===== config.mk =====
export PLATFORM = sky130hd
export DESIGN_NAME = rc_pulse_width_switch
export DESIGN_NICKNAME = d
export VERILOG_FILES = /design/src/rtl/rcpws_pkg.sv /design/src/rtl/rcpws_cfg.sv /design/src/rtl/rcpws_calc.sv /design/src/rtl/rc_pulse_width_switch.sv
export SDC_FILE = /design/constraint.sdc
export NUM_CORES = 1
export LEC_CHECK = 0
export BUFFER_PORTS_ARGS = -buffer_cell sky130_fd_sc_hd__buf_4
export CORE_MARGIN = 3
export CORE_UTILIZATION = 55
export CTS_BUF_LIST = sky130_fd_sc_hd__clkbuf_8
export CTS_CLUSTER_DIAMETER = 80
export DETAILED_ROUTE_END_ITERATION = 8
export PLACE_DENSITY = 0.73
export SYNTH_ARGS = -nofsm -noshare
export SYNTH_HDL_FRONTEND = slang
export SYNTH_SLANG_ARGS = --single-unit

===== constraint.sdc =====
create_clock -name aclk -period 13.6 [get_ports aclk]
set_clock_uncertainty 0.15 [all_clocks]
set_input_delay 2.72 -clock aclk [delete_from_list [all_inputs] [get_ports aclk]]
set_output_delay 2.72 -clock aclk [all_outputs]
set_load 0.01 [all_outputs]

===== src/rtl/rcpws_pkg.sv =====
`default_nettype none

package rcpws_pkg;

    localparam int TICK_W    = 8;
    localparam int US_W      = 13;
    localparam int CNT_W     = 5;
    localparam int CFG_IDX_W = 3;
    localparam int CFG_DAT_W = 13;

    // register indexes on the configuration port
    localparam logic [CFG_IDX_W-1:0] CFG_MIN_WIDTH   = 3'd0;
    localparam logic [CFG_IDX_W-1:0] CFG_MAX_WIDTH   = 3'd1;
    localparam logic [CFG_IDX_W-1:0] CFG_SPLIT_WIDTH = 3'd2;
    localparam logic [CFG_IDX_W-1:0] CFG_CEILING     = 3'd3;
    localparam logic [CFG_IDX_W-1:0] CFG_THRESHOLD   = 3'd4;

    localparam logic [US_W-1:0]  RST_MIN_WIDTH   = 13'd800;
    localparam logic [US_W-1:0]  RST_MAX_WIDTH   = 13'd2200;
    localparam logic [US_W-1:0]  RST_SPLIT_WIDTH = 13'd1500;
    localparam logic [CNT_W-1:0] RST_CEILING     = 5'd30;
    localparam logic [CNT_W-1:0] RST_THRESHOLD   = 5'd15;

    // ticks * 1000 / 56 = ticks * 125 / 7, the /7 done by reciprocal multiply
    localparam int SCALED_W    = 15;
    localparam int PROD_W      = 31;
    localparam int RECIP_SHIFT = 18;
    localparam logic [SCALED_W-1:0] TICK_MUL = 15'd125;
    localparam logic [PROD_W-1:0]   RECIP_M  = 31'd37450;

    typedef struct packed {
        logic [US_W-1:0]  min_width_us;
        logic [US_W-1:0]  max_width_us;
        logic [US_W-1:0]  split_width_us;
        logic [CNT_W-1:0] count_ceiling;
        logic [CNT_W-1:0] on_threshold;
    } cfg_t;

    typedef struct packed {
        logic [TICK_W-1:0] edge_capture;
        logic [CNT_W-1:0]  integrator;
        logic              switch_level;
    } state_t;

    typedef struct packed {
        logic              pin_level;
        logic [TICK_W-1:0] timer_count;
    } item_t;

    typedef struct packed {
        logic              switch_out;
        logic [US_W-1:0]   pulse_width_us;
        logic              pulse_valid;
        logic [CNT_W-1:0]  hold_count;
    } result_t;

endpackage

`default_nettype wire


===== src/rtl/rcpws_cfg.sv =====
`default_nettype none

module rcpws_cfg
    import rcpws_pkg::*;
(
    input  wire logic                 aclk,
    input  wire logic                 aresetn,
    input  wire logic                 wr_en,
    input  wire logic [CFG_IDX_W-1:0] wr_index,
    input  wire logic [CFG_DAT_W-1:0] wr_data,
    output cfg_t                      cfg
);

    cfg_t cfg_reg;
    cfg_t cfg_next;

    always_comb begin
        cfg_next = cfg_reg;
        if (wr_en) begin
            unique case (wr_index)
                CFG_MIN_WIDTH:   cfg_next.min_width_us   = wr_data[US_W-1:0];
                CFG_MAX_WIDTH:   cfg_next.max_width_us   = wr_data[US_W-1:0];
                CFG_SPLIT_WIDTH: cfg_next.split_width_us = wr_data[US_W-1:0];
                CFG_CEILING:     cfg_next.count_ceiling  = wr_data[CNT_W-1:0];
                CFG_THRESHOLD:   cfg_next.on_threshold   = wr_data[CNT_W-1:0];
                default:         cfg_next = cfg_reg;
            endcase
        end
    end

    always_ff @(posedge aclk) begin
        if (!aresetn) begin
            cfg_reg.min_width_us   <= RST_MIN_WIDTH;
            cfg_reg.max_width_us   <= RST_MAX_WIDTH;
            cfg_reg.split_width_us <= RST_SPLIT_WIDTH;
            cfg_reg.count_ceiling  <= RST_CEILING;
            cfg_reg.on_threshold   <= RST_THRESHOLD;
        end else begin
            cfg_reg <= cfg_next;
        end
    end

    assign cfg = cfg_reg;

endmodule

`default_nettype wire


===== src/rtl/rcpws_calc.sv =====
`default_nettype none

module rcpws_calc
    import rcpws_pkg::*;
(
    input  wire item_t  item,
    input  wire state_t state,
    input  wire cfg_t   cfg,
    output state_t  state_next,
    output result_t result
);

    logic [TICK_W-1:0]   ticks;
    logic [SCALED_W-1:0] scaled;
    logic [PROD_W-1:0]   prod;
    logic [US_W-1:0]     width_us;
    logic                in_window;
    logic                step_up;
    logic [CNT_W-1:0]    cnt_stepped;
    logic                do_count;

    assign ticks    = item.timer_count - state.edge_capture;
    assign scaled   = SCALED_W'(ticks) * TICK_MUL;
    assign prod     = PROD_W'(scaled) * RECIP_M;
    assign width_us = prod[RECIP_SHIFT +: US_W];

    assign in_window = (width_us > cfg.min_width_us) && (width_us < cfg.max_width_us);
    assign step_up   = width_us > cfg.split_width_us;
    assign do_count  = !item.pin_level && in_window;

    // saturating step toward ceiling or zero
    always_comb begin
        if (step_up) begin
            cnt_stepped = (state.integrator < cfg.count_ceiling) ?
                          state.integrator + CNT_W'(1) : cfg.count_ceiling;
        end else begin
            cnt_stepped = (state.integrator != '0) ?
                          state.integrator - CNT_W'(1) : '0;
        end
    end

    always_comb begin
        state_next = state;
        if (item.pin_level) begin
            state_next.edge_capture = item.timer_count;
        end else begin
            // a falling edge leaves the width in ticks as the new capture
            state_next.edge_capture = ticks;
            if (in_window) begin
                state_next.integrator   = cnt_stepped;
                state_next.switch_level = cnt_stepped > cfg.on_threshold;
            end
        end
    end

    assign result.switch_out     = state_next.switch_level;
    assign result.pulse_width_us = item.pin_level ? '0 : width_us;
    assign result.pulse_valid    = do_count;
    assign result.hold_count     = state_next.integrator;

endmodule

`default_nettype wire


===== src/rtl/rc_pulse_width_switch.sv =====
// channel | handshake            | payload
// --------+----------------------+----------------------------------------------
// s_      | s_valid / s_ready    | s_pin_level, s_timer_count
// m_      | m_valid / m_ready    | m_switch_out, m_pulse_width_us, m_pulse_valid,
//         |                      | m_hold_count
// cfg_    | cfg_valid / cfg_ready| cfg_index, cfg_wdata
//
// one beat per cycle sustained while m_ready is high; a result beat passes the input register
// and then, in one pass of subtract, constant scale and compares, enters the result register,
// which is also where edge capture and counter update.
// reset clears both stage valids, the state and the configuration registers to defaults.
// a stalled m_ channel holds its beat; s_ready drops only when both stages are full.
// cfg_ready is always high.
`default_nettype none

module rc_pulse_width_switch
    import rcpws_pkg::*;
(
    input  wire logic                 aclk,
    input  wire logic                 aresetn,

    input  wire logic                 s_valid,
    output logic                      s_ready,
    input  wire logic                 s_pin_level,
    input  wire logic [TICK_W-1:0]    s_timer_count,

    output logic                      m_valid,
    input  wire logic                 m_ready,
    output logic                      m_switch_out,
    output logic [US_W-1:0]           m_pulse_width_us,
    output logic                      m_pulse_valid,
    output logic [CNT_W-1:0]          m_hold_count,

    input  wire logic                 cfg_valid,
    output logic                      cfg_ready,
    input  wire logic [CFG_IDX_W-1:0] cfg_index,
    input  wire logic [CFG_DAT_W-1:0] cfg_wdata
);

    cfg_t    cfg;
    item_t   in_item_reg;
    logic    in_vld_reg;
    logic    out_vld_reg;
    result_t out_res_reg;
    state_t  state_reg;
    state_t  state_next;
    result_t result;
    logic    advance;
    logic    s_take;

    assign cfg_ready = 1'b1;

    rcpws_cfg u_cfg (
        .aclk     (aclk),
        .aresetn  (aresetn),
        .wr_en    (cfg_valid),
        .wr_index (cfg_index),
        .wr_data  (cfg_wdata),
        .cfg      (cfg)
    );

    rcpws_calc u_calc (
        .item       (in_item_reg),
        .state      (state_reg),
        .cfg        (cfg),
        .state_next (state_next),
        .result     (result)
    );

    // result register can take a new beat
    assign advance = !out_vld_reg || m_ready;
    assign s_ready = !in_vld_reg || advance;
    assign s_take  = s_valid && s_ready;

    always_ff @(posedge aclk) begin
        if (!aresetn) begin
            in_vld_reg  <= 1'b0;
            out_vld_reg <= 1'b0;
            state_reg   <= '0;
        end else begin
            if (s_ready) begin
                in_vld_reg <= s_valid;
            end
            if (advance) begin
                out_vld_reg <= in_vld_reg;
            end
            if (advance && in_vld_reg) begin
                state_reg <= state_next;
            end
        end
    end

    always_ff @(posedge aclk) begin
        if (s_take) begin
            in_item_reg.pin_level   <= s_pin_level;
            in_item_reg.timer_count <= s_timer_count;
        end
        if (advance && in_vld_reg) begin
            out_res_reg <= result;
        end
    end

    assign m_valid          = out_vld_reg;
    assign m_switch_out     = out_res_reg.switch_out;
    assign m_pulse_width_us = out_res_reg.pulse_width_us;
    assign m_pulse_valid    = out_res_reg.pulse_valid;
    assign m_hold_count     = out_res_reg.hold_count;

endmodule

`default_nettype wire


==> flow_summary.ini, run 1 <==
[run_status]
status = finished, final reports clean

[critical_path]
crit_fanout = 5
path_delay_family = adder cells
worst-path-buf-inv = 8
required_ps = 13600
slowest_delay_ps = 540
worstSetupEndpointType = register
arrival_ps = 12900
crit_type = register to register
cp_slowest_cell = fa_1
reg2reg_slack_ps = 690
cp-start-kind = register
crit_path_frequent_cell = ha_1

[final_layout]
layout-drive-gt1-share = 0.111
final_common_cell = ha_1
register_area_um2 = 2170
area_growth_pct = 10.1
nets = 1382
final_cell_mix = 207 x ha_1, 178 x inv_1, 102 x nand2_1
largest_reg_flops = 49
multi_input_area_um2 = 6720
fin_util = 0.626
diodes = 0
nFillCells = 1473

[global_routing]
grt.overflow.total = 0
grt_max_degree = 31
grt_first_pass_wirelength_um = 34000
antenna_found_initial = 0
grt_pass1_vias = 7301
grtUsageTotal = 0.223

[clock_tree]
cts_tree = yes
cts.clk_slew.worst_paths_ps = 100
clock_sinks = 94
clk_latency_ps = 380
htreeDepth = 3
cts_made_buffers = 9
clockRootBuffer = clkbuf_8
clockBufferDepth = 2

[floorplanning]
die_area_um2 = 19000
ios = 53
coreArea_um2 = 16800
die_w_um = 138
num_rows = 47
die_h_um = 138
start_util = 0.568

[place]
port_buffers = 51
gp_congestion = 0.928
place_hpwl_um = 16600

[sta]
fin_crit_sh = 0.949
relSlewSlack = 0.512
worstMarginPinSlew_ps = 725
min_period_ps = 12910
drv_slew = 0
hold_viol = 0
setup_violations = 0
fmax_mhz = 77.5
holdWs_ps = 309
tns_ps = 0

[drt]
routed_wl_um = 20000
dr_total_vias = 7135
via_per_inst = 5.43
drcViolationCount = 0
routedWlPerCell_um = 15.2
drtIter0Drc = 288
ant_nets = 0
dr.pass1.iters = 5

[synthesis]
ys_seq_area_frac = 0.227
syn_inst = 1037
post_synth.cell_area_avg_um2 = 9.22
synth_edf_count = 29
yosysUniqueCellTypes = 70
synth_area_leaders = ha_1 27%, dfxtp_1 14%, fa_1 12%
yosysTopAreaCell = ha_1
ys_warn_count = 0
synth_ff_type = dfxtp_1
synthArstFlopShare = 0
synth_area_um2 = 9560
synth_top_area_frac = 0.271
synth-seq-cells = 94
syn_nets = 1329

[worst_hold_path]
min_path_type = register to register

[job]
drv_cap = 0
[worst min-delay path: cells and delay by family, from the launching register on]
family	cells	cell delay, ps
AND/OR/NAND/NOR	1	50
AO/OA/AOI/OAI	1	50
flip-flops	1	320
[final timing paths]
kind	start	endpoint	cells past startpoint
worst max-delay path	in_item_reg[1]	m_switch_out	50
worst min-delay path	u_cfg.cfg[11]	u_cfg.cfg[11]	2
worst max register to register	in_item_reg[1]	m_switch_out	50
worst min register to register	u_cfg.cfg[11]	u_cfg.cfg[11]	2
[final cells by class]
| type | instances | area share |
|---|---|---|
| sequential | 94 | 0.206 |
| timing repair buffer | 67 | 0.0478 |
| multi-input combinational | 741 | 0.638 |
| inverter | 177 | 0.0631 |
| tap | 220 | 0.0262 |
| clock inverter | 7 | 0.00642 |
| clock buffer | 9 | 0.0118 |
[metal layers]
metal	wire (um)	global-route usage	vias to the layer above
met1	9580	0.297	3376
met4	316	0.0428	0
met5	0	0	-
met3	639	0.0351	28
li1	-	-	3614
met2	9510	0.387	117
[metrics by stage]
stage,setup slack (ps),cell area [um^2],std cells
CTS,173,10400,1308
detailed placement,163,10200,1292
global route,-31.6,10500,1315
global placement,529,10200,1292
floorplan,1050,9560,1037
finish,692,10500,1315
[cell families after synthesis]
family          Yosys count  synth area share
compound gates          166             0.117
xor+xnor                 40            0.0366
fa+ha+maj               262             0.386
buf+inv                 202            0.0798
flops                    94             0.227
mux                      24            0.0274
other cells               1          0.000392
simple gates            248             0.125
[repair_timing]
action	in CTS	in global routing
buffers inserted	0	7
gates resized for setup	0	18
endpoints found under the setup margin	0	2
hold buffers	0	0
[synth_stat cells (5+ instances only)]
cell / number
ha_1: 207
inv_1: 176
nand2_1: 102
dfxtp_1: 65
a21oi_1: 59
fa_1: 55
nor2_1: 40
edfxtp_1: 29
clkbuf_1: 22
o21ai_0: 21
xor2_1: 21
nor3_1: 20
mux2i_1: 19
o211ai_1: 19
xnor2_1: 19
nor2b_1: 18
a21o_1: 12
nand3_1: 12
nand2b_1: 9
nand4_1: 9
nor4_1: 8
a211oi_1: 7
a31oi_1: 6
o21ai_1: 6
and3_1: 5
o21a_1: 5
Power of run 1 is not shown: default switching activity piles up to over one toggle a cycle in this logic, so the estimate is an artifact.
==> run 2, diff against run 1 <==
--- a/config.mk
+++ b/config.mk
@@ -6,12 +6,14 @@
 export NUM_CORES = 1
 export LEC_CHECK = 0
 export BUFFER_PORTS_ARGS = -buffer_cell sky130_fd_sc_hd__buf_4
+export CELL_PAD_IN_SITES_DETAIL_PLACEMENT = 1
+export CELL_PAD_IN_SITES_GLOBAL_PLACEMENT = 1
 export CORE_MARGIN = 3
-export CORE_UTILIZATION = 55
+export CORE_UTILIZATION = 50
 export CTS_BUF_LIST = sky130_fd_sc_hd__clkbuf_8
 export CTS_CLUSTER_DIAMETER = 80
 export DETAILED_ROUTE_END_ITERATION = 8
-export PLACE_DENSITY = 0.73
+export PLACE_DENSITY_LB_ADDON = 0.1
 export SYNTH_ARGS = -nofsm -noshare
 export SYNTH_HDL_FRONTEND = slang
 export SYNTH_SLANG_ARGS = --single-unit
==> run 2 against run 1 <==
  * Non-clock buffer count rose by 9
  * Utilization fell by 4.4 points
  * First-iteration DRC count shrank 23%
  * Hold slack about the same
  * Flip-flop and latch count unchanged
  * Maximum frequency is 0.87% higher
  * Design area increased by 1.6%
  * Critical path depth grew 3
  * Cell count increased by 1.4%
  * Sequential share of layout area shrank 0.33 points
  * Global-route usage increased by 2.3 points
  * Die area rose by 9.6%
  * Critical endpoint unchanged
  * Largest cell class unchanged
==> flow_summary.ini, run 2 (synthesis results as in run 1) <==
[clock_tree]
clockRootBuffer = clkbuf_8
cts_made_buffers = 9
htreeDepth = 3
clock_sinks = 94
cts_tree = yes
clockBufferDepth = 2
cts.clk_slew.worst_paths_ps = 100
clk_latency_ps = 390

[global_routing]
grt_pass1_vias = 7982
grt_max_degree = 42
grtUsageTotal = 0.247
antenna_found_initial = 0
grt_first_pass_wirelength_um = 40500
grt.overflow.total = 0

[floorplanning]
die_h_um = 144
die_w_um = 144
num_rows = 49
coreArea_um2 = 18400
start_util = 0.520
die_area_um2 = 20800
ios = 53

[worst_hold_path]
min_path_type = register to register
holdPathEnd = u_cfg.cfg[39]
min-delay-start = u_cfg.cfg[39]
hold_path_depth = 2

[final_layout]
layout-drive-gt1-share = 0.127
diodes = 0
multi_input_area_um2 = 6780
fin_util = 0.581
nFillCells = 2126
nets = 1391
final_cell_mix = 206 x ha_1, 177 x inv_1, 102 x nand2_1
area_growth_pct = 11.9
register_area_um2 = 2170
largest_reg_flops = 49
final_common_cell = ha_1

[drt]
dr_total_vias = 7387
routedWlPerCell_um = 18.4
drtIter0Drc = 221
ant_nets = 0
routed_wl_um = 24600
dr.pass1.iters = 4
via_per_inst = 5.54
drcViolationCount = 0

[critical_path]
crit_type = register to register
arrival_ps = 12800
reg2reg_to = m_switch_out
worstSetupEndpointType = register
crit_path_frequent_cell = ha_1
r2r_cells = 53
cp_slowest_cell = fa_1
reg2reg_slack_ps = 800
cp-start-kind = register
r2r_start = in_item_reg[0]
crit_fanout = 6
slowest_delay_ps = 550
required_ps = 13600

[sta]
timing.final.ws_setup_ps = 804
min_period_ps = 12800
fmax_mhz = 78.1
setup_violations = 0
worstMarginPinSlew_ps = 722
drv_slew = 0
hold_viol = 0
fin_crit_sh = 0.941
relSlewSlack = 0.515

[place]
gp_congestion = 0.882
place_hpwl_um = 20000
port_buffers = 51
pre_cts_ws_ps = 69.5

[run_status]
status = finished, final reports clean

[job]
drv_cap = 0
run 2: area by class of cell:
type,count,share of cell area
multi-input cells,741,0.634
clock inverters,7,0.00889
clock buffers,9,0.0116
flip-flops and latches,94,0.203
inverters,177,0.0621
repair buffers,76,0.0534
well taps,229,0.0268
run 2: worst max-delay path by stage:
stage	from	endpoint	slack [ps]	cells after the start
2_1_floorplan	in_item_reg[0]	m_switch_out	1050	56
3_3_place_gp	in_item_reg[1]	m_switch_out	550	49
3_5_place_dp	in_item_reg[0]	m_switch_out	70	51
4_1_cts	in_item_reg[0]	m_switch_out	20	53
5_1_grt	in_item_reg[0]	m_switch_out	-40	56
6_report	in_item_reg[0]	m_switch_out	800	53
run 2: repair_timing:
item | in CTS | in global routing
resized for setup | 0 | 32
endpoints found under the setup margin | 0 | 4
hold buffers | 0 | 0
setup buffers | 0 | 13
run 2: layer usage:
metal | track usage | part of all wire | vias to the layer above
met3 | 0.0327 | 0.023 | 25
met1 | 0.324 | 0.46 | 3650
li1 | - | - | 3636
met4 | 0.0471 | 0.013 | 0
met5 | 0 | 0 | -
met2 | 0.439 | 0.50 | 76
run 2: through the flow:
step | hold WS [ps] | instances | setup TNS, ps | instance area, um^2
finish | 309 | 1333 | 0 | 10700
CTS | 312 | 1320 | 0 | 10400
floorplan | 282 | 1037 | 0 | 9560
detailed placement | 299 | 1304 | 0 | 10200
global route | 329 | 1333 | -41.8 | 10700
global placement | 292 | 1304 | 0 | 10200
run 2: critical path: cells and delay by family (launching register included):
family | cells | cell delay (ps)
buffers and inverters | 10 | 840
adder cells (fa/ha/maj) | 16 | 6060
AND/OR/NAND/NOR | 6 | 1030
XOR/XNOR | 2 | 260
AO/OA/AOI/OAI | 17 | 3090
multiplexers | 2 | 710
flip-flops | 1 | 420
Power of run 2 is left out for the same reason.
